### config.mk
export PLATFORM = sky130hd
export DESIGN_NAME = synchrophasor_command_frame_builder
export DESIGN_NICKNAME = d
export VERILOG_FILES = /design/src/rtl/scfb_pkg.sv /design/src/rtl/scfb_front.sv /design/src/rtl/scfb_queue.sv /design/src/rtl/scfb_back.sv /design/src/rtl/synchrophasor_command_frame_builder.sv
export SDC_FILE = /design/constraint.sdc
export NUM_CORES = 1
export LEC_CHECK = 0
export ABC_AREA = 1
export BUFFER_PORTS_ARGS = -buffer_cell sky130_fd_sc_hd__buf_2
export CORE_ASPECT_RATIO = 1.2
export CORE_UTILIZATION = 45
export DETAILED_ROUTE_END_ITERATION = 8
export GPL_ROUTABILITY_DRIVEN = 0
export PLACE_DENSITY_LB_ADDON = 0.08
export RECOVER_POWER = 50
export REMOVE_ABC_BUFFERS = 1
export SLEW_MARGIN = 10
export SYNTH_ARGS = -nofsm -noshare
export SYNTH_HDL_FRONTEND = slang
export SYNTH_HIERARCHICAL = 1
export SYNTH_SLANG_ARGS = --single-unit
### constraint.sdc
create_clock -name clock -period 6.2 [get_ports clock]
set_input_delay 0.31 -clock clock [delete_from_list [all_inputs] [get_ports clock]]
set_output_delay 0.31 -clock clock [all_outputs]
set_load 0.005 [all_outputs]
### src/rtl/scfb_pkg.sv
// Shared types, constants and frame/CRC helper functions for the command frame builder.
package scfb_pkg;

   localparam int QUEUE_DEPTH_DEF = 2;

   localparam int KIND_W    = 2;
   localparam int STATION_W = 16;
   localparam int SECONDS_W = 32;
   localparam int BYTE_W    = 8;
   localparam int POS_W     = 5;
   localparam int CRC_W     = 16;

   typedef enum logic [KIND_W-1:0] {
      KIND_SEND_CFG = 2'd0,
      KIND_DATA_ON  = 2'd1,
      KIND_DATA_OFF = 2'd2,
      KIND_INVALID  = 2'd3
   } kind_type;

   localparam logic [BYTE_W-1:0] SYNC_HI         = 8'hAA;
   localparam logic [BYTE_W-1:0] SYNC_LO         = 8'h41;
   localparam logic [BYTE_W-1:0] FRAME_SIZE_BYTE = 8'd18;
   localparam logic [BYTE_W-1:0] CMD_SEND_CFG    = 8'h05;
   localparam logic [BYTE_W-1:0] CMD_DATA_ON     = 8'h02;
   localparam logic [BYTE_W-1:0] CMD_DATA_OFF    = 8'h01;

   localparam logic [CRC_W-1:0] CRC_INIT = 16'hFFFF;
   localparam logic [CRC_W-1:0] CRC_POLY = 16'h1021;

   localparam logic [POS_W-1:0] POS_SYNC_HI  = 5'd0;
   localparam logic [POS_W-1:0] POS_SYNC_LO  = 5'd1;
   localparam logic [POS_W-1:0] POS_SIZE_LO  = 5'd3;
   localparam logic [POS_W-1:0] POS_ID_HI    = 5'd4;
   localparam logic [POS_W-1:0] POS_ID_LO    = 5'd5;
   localparam logic [POS_W-1:0] POS_SEC_3    = 5'd6;
   localparam logic [POS_W-1:0] POS_SEC_2    = 5'd7;
   localparam logic [POS_W-1:0] POS_SEC_1    = 5'd8;
   localparam logic [POS_W-1:0] POS_SEC_0    = 5'd9;
   localparam logic [POS_W-1:0] POS_CMD_LO   = 5'd15;
   localparam logic [POS_W-1:0] POS_CRC_HI   = 5'd16;
   localparam logic [POS_W-1:0] POS_LAST     = 5'd17;

   typedef struct packed {
      kind_type               cmd;
      logic [STATION_W-1:0]   station;
      logic [SECONDS_W-1:0]   seconds;
   } entry_type;

   typedef struct packed {
      logic      valid;
      entry_type entry;
   } push_type;

   typedef struct packed {
      logic      valid;
      entry_type entry;
   } head_type;

   function automatic logic [BYTE_W-1:0] cmd_byte(input kind_type cmd);
      logic [BYTE_W-1:0] b;
      unique case (cmd)
         KIND_SEND_CFG: b = CMD_SEND_CFG;
         KIND_DATA_ON:  b = CMD_DATA_ON;
         KIND_DATA_OFF: b = CMD_DATA_OFF;
         default:       b = '0;
      endcase
      return b;
   endfunction

   function automatic logic [BYTE_W-1:0] body_byte(input logic [POS_W-1:0] pos,
                                                   input entry_type e);
      logic [BYTE_W-1:0] b;
      unique case (pos)
         POS_SYNC_HI: b = SYNC_HI;
         POS_SYNC_LO: b = SYNC_LO;
         POS_SIZE_LO: b = FRAME_SIZE_BYTE;
         POS_ID_HI:   b = e.station[15:8];
         POS_ID_LO:   b = e.station[7:0];
         POS_SEC_3:   b = e.seconds[31:24];
         POS_SEC_2:   b = e.seconds[23:16];
         POS_SEC_1:   b = e.seconds[15:8];
         POS_SEC_0:   b = e.seconds[7:0];
         POS_CMD_LO:  b = cmd_byte(e.cmd);
         default:     b = '0;
      endcase
      return b;
   endfunction

   function automatic logic [CRC_W-1:0] crc_byte(input logic [CRC_W-1:0] crc_i,
                                                 input logic [BYTE_W-1:0] b);
      logic [CRC_W-1:0] c;
      c = crc_i ^ {b, 8'h00};
      for (int i = 0; i < BYTE_W; i++) begin
         if (c[CRC_W-1]) begin
            c = {c[CRC_W-2:0], 1'b0} ^ CRC_POLY;
         end else begin
            c = {c[CRC_W-2:0], 1'b0};
         end
      end
      return c;
   endfunction

endpackage

### src/rtl/scfb_front.sv
// Front end: takes request transfers, drops invalid kinds, forms queue entries.
module scfb_front (
   input  logic                           req_tvalid,
   input  logic                           queue_full,
   output logic                           req_tready,
   input  logic [scfb_pkg::KIND_W-1:0]    req_kind,
   input  logic [scfb_pkg::STATION_W-1:0] req_station,
   input  logic [scfb_pkg::SECONDS_W-1:0] req_seconds,
   output scfb_pkg::push_type             push
);
   import scfb_pkg::*;

   kind_type kind;

   assign kind       = kind_type'(req_kind);
   assign req_tready = !queue_full;

   always_comb begin
      push.valid         = req_tvalid && !queue_full && (kind != KIND_INVALID);
      push.entry.cmd     = kind;
      push.entry.station = req_station;
      push.entry.seconds = req_seconds;
   end

endmodule

### src/rtl/scfb_queue.sv
// Small register FIFO of decoded requests between front and back ends.
module scfb_queue #(
   parameter int DEPTH = scfb_pkg::QUEUE_DEPTH_DEF
) (
   input  logic               clock,
   input  logic               reset,
   input  scfb_pkg::push_type push,
   input  logic               pop,
   output logic               full,
   output scfb_pkg::head_type head
);
   import scfb_pkg::*;

   localparam int PTR_W = (DEPTH > 1) ? $clog2(DEPTH) : 1;
   localparam int CNT_W = $clog2(DEPTH + 1);
   localparam logic [PTR_W-1:0] PTR_MAX = PTR_W'(DEPTH - 1);
   localparam logic [CNT_W-1:0] CNT_MAX = CNT_W'(DEPTH);

   entry_type        mem_ff [DEPTH];
   logic [PTR_W-1:0] wr_ptr_ff, wr_ptr_in;
   logic [PTR_W-1:0] rd_ptr_ff, rd_ptr_in;
   logic [CNT_W-1:0] count_ff,  count_in;
   logic             do_pop;

   assign full       = (count_ff == CNT_MAX);
   assign head.valid = (count_ff != '0);
   assign head.entry = mem_ff[rd_ptr_ff];
   assign do_pop     = pop && head.valid;

   always_comb begin
      wr_ptr_in = wr_ptr_ff;
      rd_ptr_in = rd_ptr_ff;
      count_in  = count_ff;
      if (push.valid) begin
         wr_ptr_in = (wr_ptr_ff == PTR_MAX) ? '0 : wr_ptr_ff + PTR_W'(1);
      end
      if (do_pop) begin
         rd_ptr_in = (rd_ptr_ff == PTR_MAX) ? '0 : rd_ptr_ff + PTR_W'(1);
      end
      if (push.valid && !do_pop) begin
         count_in = count_ff + CNT_W'(1);
      end else if (!push.valid && do_pop) begin
         count_in = count_ff - CNT_W'(1);
      end
   end

   always_ff @(posedge clock) begin
      if (reset) begin
         wr_ptr_ff <= '0;
         rd_ptr_ff <= '0;
         count_ff  <= '0;
      end else begin
         wr_ptr_ff <= wr_ptr_in;
         rd_ptr_ff <= rd_ptr_in;
         count_ff  <= count_in;
      end
   end

   always_ff @(posedge clock) begin
      if (push.valid) begin
         mem_ff[wr_ptr_ff] <= push.entry;
      end
   end

endmodule

### src/rtl/scfb_back.sv
// Back end: frame serializer, running CRC, output reg; a byte per cycle unless stalled.
module scfb_back (
   input  logic                         clock,
   input  logic                         reset,
   input  scfb_pkg::head_type           head,
   output logic                         pop,
   output logic                         rsp_tvalid,
   input  logic                         rsp_tready,
   output logic [scfb_pkg::BYTE_W-1:0]  rsp_byte,
   output logic [scfb_pkg::POS_W-1:0]   rsp_pos,
   output logic                         rsp_tlast
);
   import scfb_pkg::*;

   logic                busy_ff,  busy_in;
   logic [POS_W-1:0]    pos_ff,   pos_in;
   logic [CRC_W-1:0]    crc_ff,   crc_in;
   entry_type           entry_ff, entry_in;
   logic                ov_ff,    ov_in;
   logic [BYTE_W-1:0]   obyte_ff, obyte_in;
   logic [POS_W-1:0]    opos_ff,  opos_in;
   logic                olast_ff, olast_in;
   logic                can_emit;
   logic [BYTE_W-1:0]   cur_byte;

   assign can_emit = !ov_ff || rsp_tready;

   always_comb begin
      if (pos_ff < POS_CRC_HI) begin
         cur_byte = body_byte(pos_ff, entry_ff);
      end else if (pos_ff == POS_CRC_HI) begin
         cur_byte = crc_ff[15:8];
      end else begin
         cur_byte = crc_ff[7:0];
      end
   end

   always_comb begin
      busy_in  = busy_ff;
      pos_in   = pos_ff;
      crc_in   = crc_ff;
      entry_in = entry_ff;
      ov_in    = ov_ff;
      obyte_in = obyte_ff;
      opos_in  = opos_ff;
      olast_in = olast_ff;
      pop      = 1'b0;

      if (ov_ff && rsp_tready) begin
         ov_in = 1'b0;
      end

      if (busy_ff && can_emit) begin
         ov_in    = 1'b1;
         obyte_in = cur_byte;
         opos_in  = pos_ff;
         olast_in = (pos_ff == POS_LAST);
         if (pos_ff < POS_CRC_HI) begin
            crc_in = crc_byte(crc_ff, cur_byte);
         end
         if (pos_ff == POS_LAST) begin
            busy_in = 1'b0;
            if (head.valid) begin
               pop      = 1'b1;
               busy_in  = 1'b1;
               pos_in   = '0;
               crc_in   = CRC_INIT;
               entry_in = head.entry;
            end
         end else begin
            pos_in = pos_ff + POS_W'(1);
         end
      end else if (!busy_ff && head.valid) begin
         pop      = 1'b1;
         busy_in  = 1'b1;
         pos_in   = '0;
         crc_in   = CRC_INIT;
         entry_in = head.entry;
      end
   end

   always_ff @(posedge clock) begin
      if (reset) begin
         busy_ff <= 1'b0;
         pos_ff  <= '0;
         crc_ff  <= CRC_INIT;
         ov_ff   <= 1'b0;
      end else begin
         busy_ff <= busy_in;
         pos_ff  <= pos_in;
         crc_ff  <= crc_in;
         ov_ff   <= ov_in;
      end
   end

   always_ff @(posedge clock) begin
      entry_ff <= entry_in;
      obyte_ff <= obyte_in;
      opos_ff  <= opos_in;
      olast_ff <= olast_in;
   end

   assign rsp_tvalid = ov_ff;
   assign rsp_byte   = obyte_ff;
   assign rsp_pos    = opos_ff;
   assign rsp_tlast  = olast_ff;

endmodule

### src/rtl/synchrophasor_command_frame_builder.sv
// Command frame builder: request stream in, 18-byte command frame byte stream out.
//
// Usage:
//   req channel: one transfer per command request. req_tuser carries the
//   command kind (0 send config, 1 data on, 2 data off, 3 invalid); kind 3
//   is consumed and produces nothing. req_tdata carries station id and
//   second-of-century.
//   rsp channel: 18 transfers per valid request, one frame byte each, with
//   its offset in rsp_tdata and rsp_tlast on the CRC low byte.
//   An idle block passes a request through the queue and the back end's
//   frame registers to the output register. Throughput: one byte per cycle
//   while the receiver does not stall, set by the back end's serializer;
//   the request queue lets the next frame start right after byte 17.
//   Requests are taken while the queue (QUEUE_DEPTH entries) has room.
//   When the receiver stalls, the output register holds its byte and the
//   serializer waits; requests still fill the queue until it is full.
//   Reset (synchronous) empties the queue, drops any frame in progress and
//   clears rsp_tvalid.
module synchrophasor_command_frame_builder #(
   parameter int QUEUE_DEPTH = scfb_pkg::QUEUE_DEPTH_DEF
) (
   input  logic        clock,
   input  logic        reset,
   input  logic        req_tvalid,
   output logic        req_tready,
   input  logic [1:0]  req_tuser,   // [1:0] kind
   input  logic [47:0] req_tdata,   // [15:0] station_id, [47:16] second_of_century
   output logic        rsp_tvalid,
   input  logic        rsp_tready,
   output logic [15:0] rsp_tdata,   // [7:0] frame_byte, [12:8] byte_position, [15:13] zero
   output logic        rsp_tlast    // last_byte
);
   import scfb_pkg::*;

   push_type          push;
   head_type          head;
   logic              queue_full;
   logic              pop;
   logic [BYTE_W-1:0] rsp_byte;
   logic [POS_W-1:0]  rsp_pos;

   scfb_front u_front (
      .req_tvalid  (req_tvalid),
      .queue_full  (queue_full),
      .req_tready  (req_tready),
      .req_kind    (req_tuser),
      .req_station (req_tdata[15:0]),
      .req_seconds (req_tdata[47:16]),
      .push        (push)
   );

   scfb_queue #(
      .DEPTH (QUEUE_DEPTH)
   ) u_queue (
      .clock (clock),
      .reset (reset),
      .push  (push),
      .pop   (pop),
      .full  (queue_full),
      .head  (head)
   );

   scfb_back u_back (
      .clock      (clock),
      .reset      (reset),
      .head       (head),
      .pop        (pop),
      .rsp_tvalid (rsp_tvalid),
      .rsp_tready (rsp_tready),
      .rsp_byte   (rsp_byte),
      .rsp_pos    (rsp_pos),
      .rsp_tlast  (rsp_tlast)
   );

   assign rsp_tdata = {3'b000, rsp_pos, rsp_byte};

endmodule

==> flow_summary.ini <==
[outcome]
status = finished with violations
violations = capacitance limit, slew limit

[synth]
synthTopCellsByArea = edfxtp_1 56%, mux2_4 8.5%, nand2_1 6.7%
yosys.area.top_type = edfxtp_1
synthDistinctLibCells = 33
synth_edf_count = 164
yosysMostFrequentCell = edfxtp_1
synth_top_family_by_area = simple AND/OR/NAND/NOR gates
synthAdderAreaFrac_pct = 0.8465
ys_seq_area_share_pct = 61.85
synth.area.mux_share_pct = 8.465
synthCells = 758
synthSimpleGateAreaFrac_pct = 15.77
synth_compound_area_share_pct = 3.400
avgSynthCellArea_sq_um = 11.70
synth_ff_type = edfxtp_1
async_flop_share_pct = 0
synthTopCellsByCount = 164 x edfxtp_1, 158 x nand2_1, 76 x nand3_1, 67 x inv_1, 53 x buf_4
synth_seq_cells = 192
synth.cell_area_sq_mm = 0.008869
synth_xor_area_share_pct = 0
yosysWarnings = 6
synth_top_area_share_pct = 55.53

[clocking]
cts.path.max_buffers = 2
clkTransAtPathRegs_ns = 0.07
cts_hold_buf = 0
htree_levels = 4
cts_buffers = 17
cts_tree = yes
cts_root_buf = clkbuf_16
postCtsSetupRepairBufs = 0
clk_latency_ns = 0.43
cts.repair.resized = 0
cts_sinks = 192

[routing]
drtAntennaViolNets = 0
drt_first_pass_iters = 4
route.vias.total = 5184
drt_wl_total_mm = 16.38
viasPerCell = 4.928
drcViolationCount = 0
wl_per_cell_microns = 15.57
drt_iter0_markers = 314

[layout]
fin_nets = 843
diodes = 0
synthToLayoutAreaGrowth_pct = 5.700
drive_gt1_share_pct = 14.45

[power]
p_sw_mw = 1.525
leakagePower_nw = 3.725
p_clk_share_pct = 24.2
p_int_mw = 2.809
power.density_mw_per_mm2 = 462.4
ir_drop_v = 0.0002168
finalPower_mw = 4.335
p_comb_share_pct = 29.9
p_sw_share_pct = 35.19
seqPwrFrac_pct = 45.9

[grt]
grt_max_degree = 52
grt_overflow = 0
grt_pass1_vias = 5304
grt_usage_pct = 17.09
grt_pass1_wl_mm = 25.85
antenna_found_initial = 0

[hold_path]
min_to = u_queue/mem_ff[0][0]
hp-start = req_tdata[16]
hold_class = in -> reg
whs_path_depth = 1

[sta]
fin_setup_tns_ns = 0
max_freq_mhz = 271.5
fin_crit_sh_pct = 59.40
max_slew_margin_pct = -98.80
setup_violations = 0
fin_crit_ns = 3.683
clock_skew_ns = 0.008198
rsz0062_at_grt = no
hold_viol = 0
worst_pin_slew_ns = 2.982
slew_violations = 83

[floorplan]
dieArea_sq_mm = 0.02027
row_count = 55
coreArea_sq_mm = 0.01906
initial_utilization_pct = 46.52
dieHeight_microns = 155.8
num_io_pins = 73
die_w_microns = 130.2

[setup_path]
path_cells = clkbuf_1, nor2_1, nand3_1, nand2_1, nor2_1, nand3_2, nand2_1, nand2_1, nand2_1, nand3_2, nand2_1, nand2_1, nand3_1, nand2_1, nand2_1, nand2_1
critPathKind = reg -> reg
crit_top_cell = nand2_1
slowest_stage = clkbuf_1
timing.rr.start = u_back/pos_ff[4]
r2r_slack_ns = 2.52
critPathLaunchType = flip-flop
crit_path_end_kind = flip-flop
critical_path.max_stage_delay_ns = 1.12
required_ns = 6.52
reg2reg_to = u_back/crc_ff[13]
rr_worst_depth = 16
arrival_ns = 4.00
critPathMaxFanout = 31

[job]
drv_cap = 2

[place]
hpwlAfterDp_mm = 10.82
numPortBuffers = 69
## how the worst max path moves through the flow
stage | slack (ns) | end | start
finish | 2.52 | u_back/crc_ff[13] | u_back/pos_ff[4]
global route | 2.12 | u_back/crc_ff[13] | u_back/pos_ff[4]
CTS | 2.93 | u_queue/count_ff[1] | u_queue/count_ff[0]
detailed placement | 2.93 | u_queue/count_ff[1] | rsp_tready
global placement | 3.04 | u_queue/count_ff[1] | rsp_tready
floorplan | 1.66 | u_back/entry_ff[0] | rsp_tready
## layer usage
layer  track usage (%)  wire length [microns]  vias to the layer above  part of all wire (%)
li1                  -                      -                     2587                     -
met2             30.04                   8381                      121                    51
met1             19.71                   7044                     2445                    43
met5                 0                      0                        -                     0
met3             3.909                    571                       31                   3.5
met4             7.364                    379                        0                   2.3
## cell type report
type | count | area (sq um)
Clock buffer | 17 | 425.4
Multi-Input combinational cell | 423 | 2371
Timing Repair Buffer | 75 | 342.8
Inverter | 74 | 277.8
Clock inverter | 15 | 150.1
Sequential cell | 192 | 5487
Tap cell | 256 | 320.3
Fill cell | 1749 | 9688
## stage by stage
step	std cells	setup WS [ns]	area (sq um)	hold WS (ns)	util, %
3_3_place_gp	1020	3.040	9027	0.4604	47.36
6_report	1052	2.517	9374	0.05977	49.18
5_1_grt	1052	2.120	9374	0.03371	49.18
3_5_place_dp	1020	2.925	9027	0.4841	47.36
2_1_floorplan	689	1.658	8300	0.3791	-
4_1_cts	1052	2.931	9603	0.03615	50.38
## worst max-delay path, delay by kind of cell (launching register included)
kind	cells	cell delay [ns]
buffers and inverters	1	1.12
flip-flops	1	0.34
AND/OR/NAND/NOR	15	2.11
## cells in the final DEF, fill, tap and decap left out, drive strengths merged
cell,instances
nand2,168
edfxtp,164
nand3,85
inv,78
mux2,50
clkbuf,49
buf,43
nor2,40
dfxtp,28
o21ai,28
a21oi,21
clkinv,8
ha,6
o211ai,5
nor3,5
conb,3
clkinvlp,3
nor3b,3
nand3b,3
or2,2
a211oi,2
and3,1
nand4,1
## logic make-up after synthesis
group,Yosys count
simple gates,308
flops,192
buf+inv,145
compound gates,56
mux,50
fa+ha+maj,6
other cells,1
## state kept, by name (all words and copies together), names as in the netlist, named ones only
register and flops:
u_back/pos_ff 5, u_back/rsp_pos 5, u_back/entry_ff 50, u_queue/count_ff 2
u_queue/rd_ptr_ff 1, u_back/rsp_byte 8, u_queue/mem_ff 100, u_back/crc_ff 16
u_back/busy_ff 1, u_queue/wr_ptr_ff 1, u_back/rsp_tlast 1, u_back/rsp_tvalid 1
## power groups by stage
stage	sequential (mW)	clock, mW	combinational (mW)
3_3_place_gp	2.01	0	1.41
4_1_cts	1.99	1.08	1.43
5_1_grt	2.02	1.13	1.47
6_report	1.99	1.05	1.30
2_1_floorplan	2.05	0	1.01
3_5_place_dp	2.02	0	1.43
No activity file was read; power rests on OpenSTA's default activity.
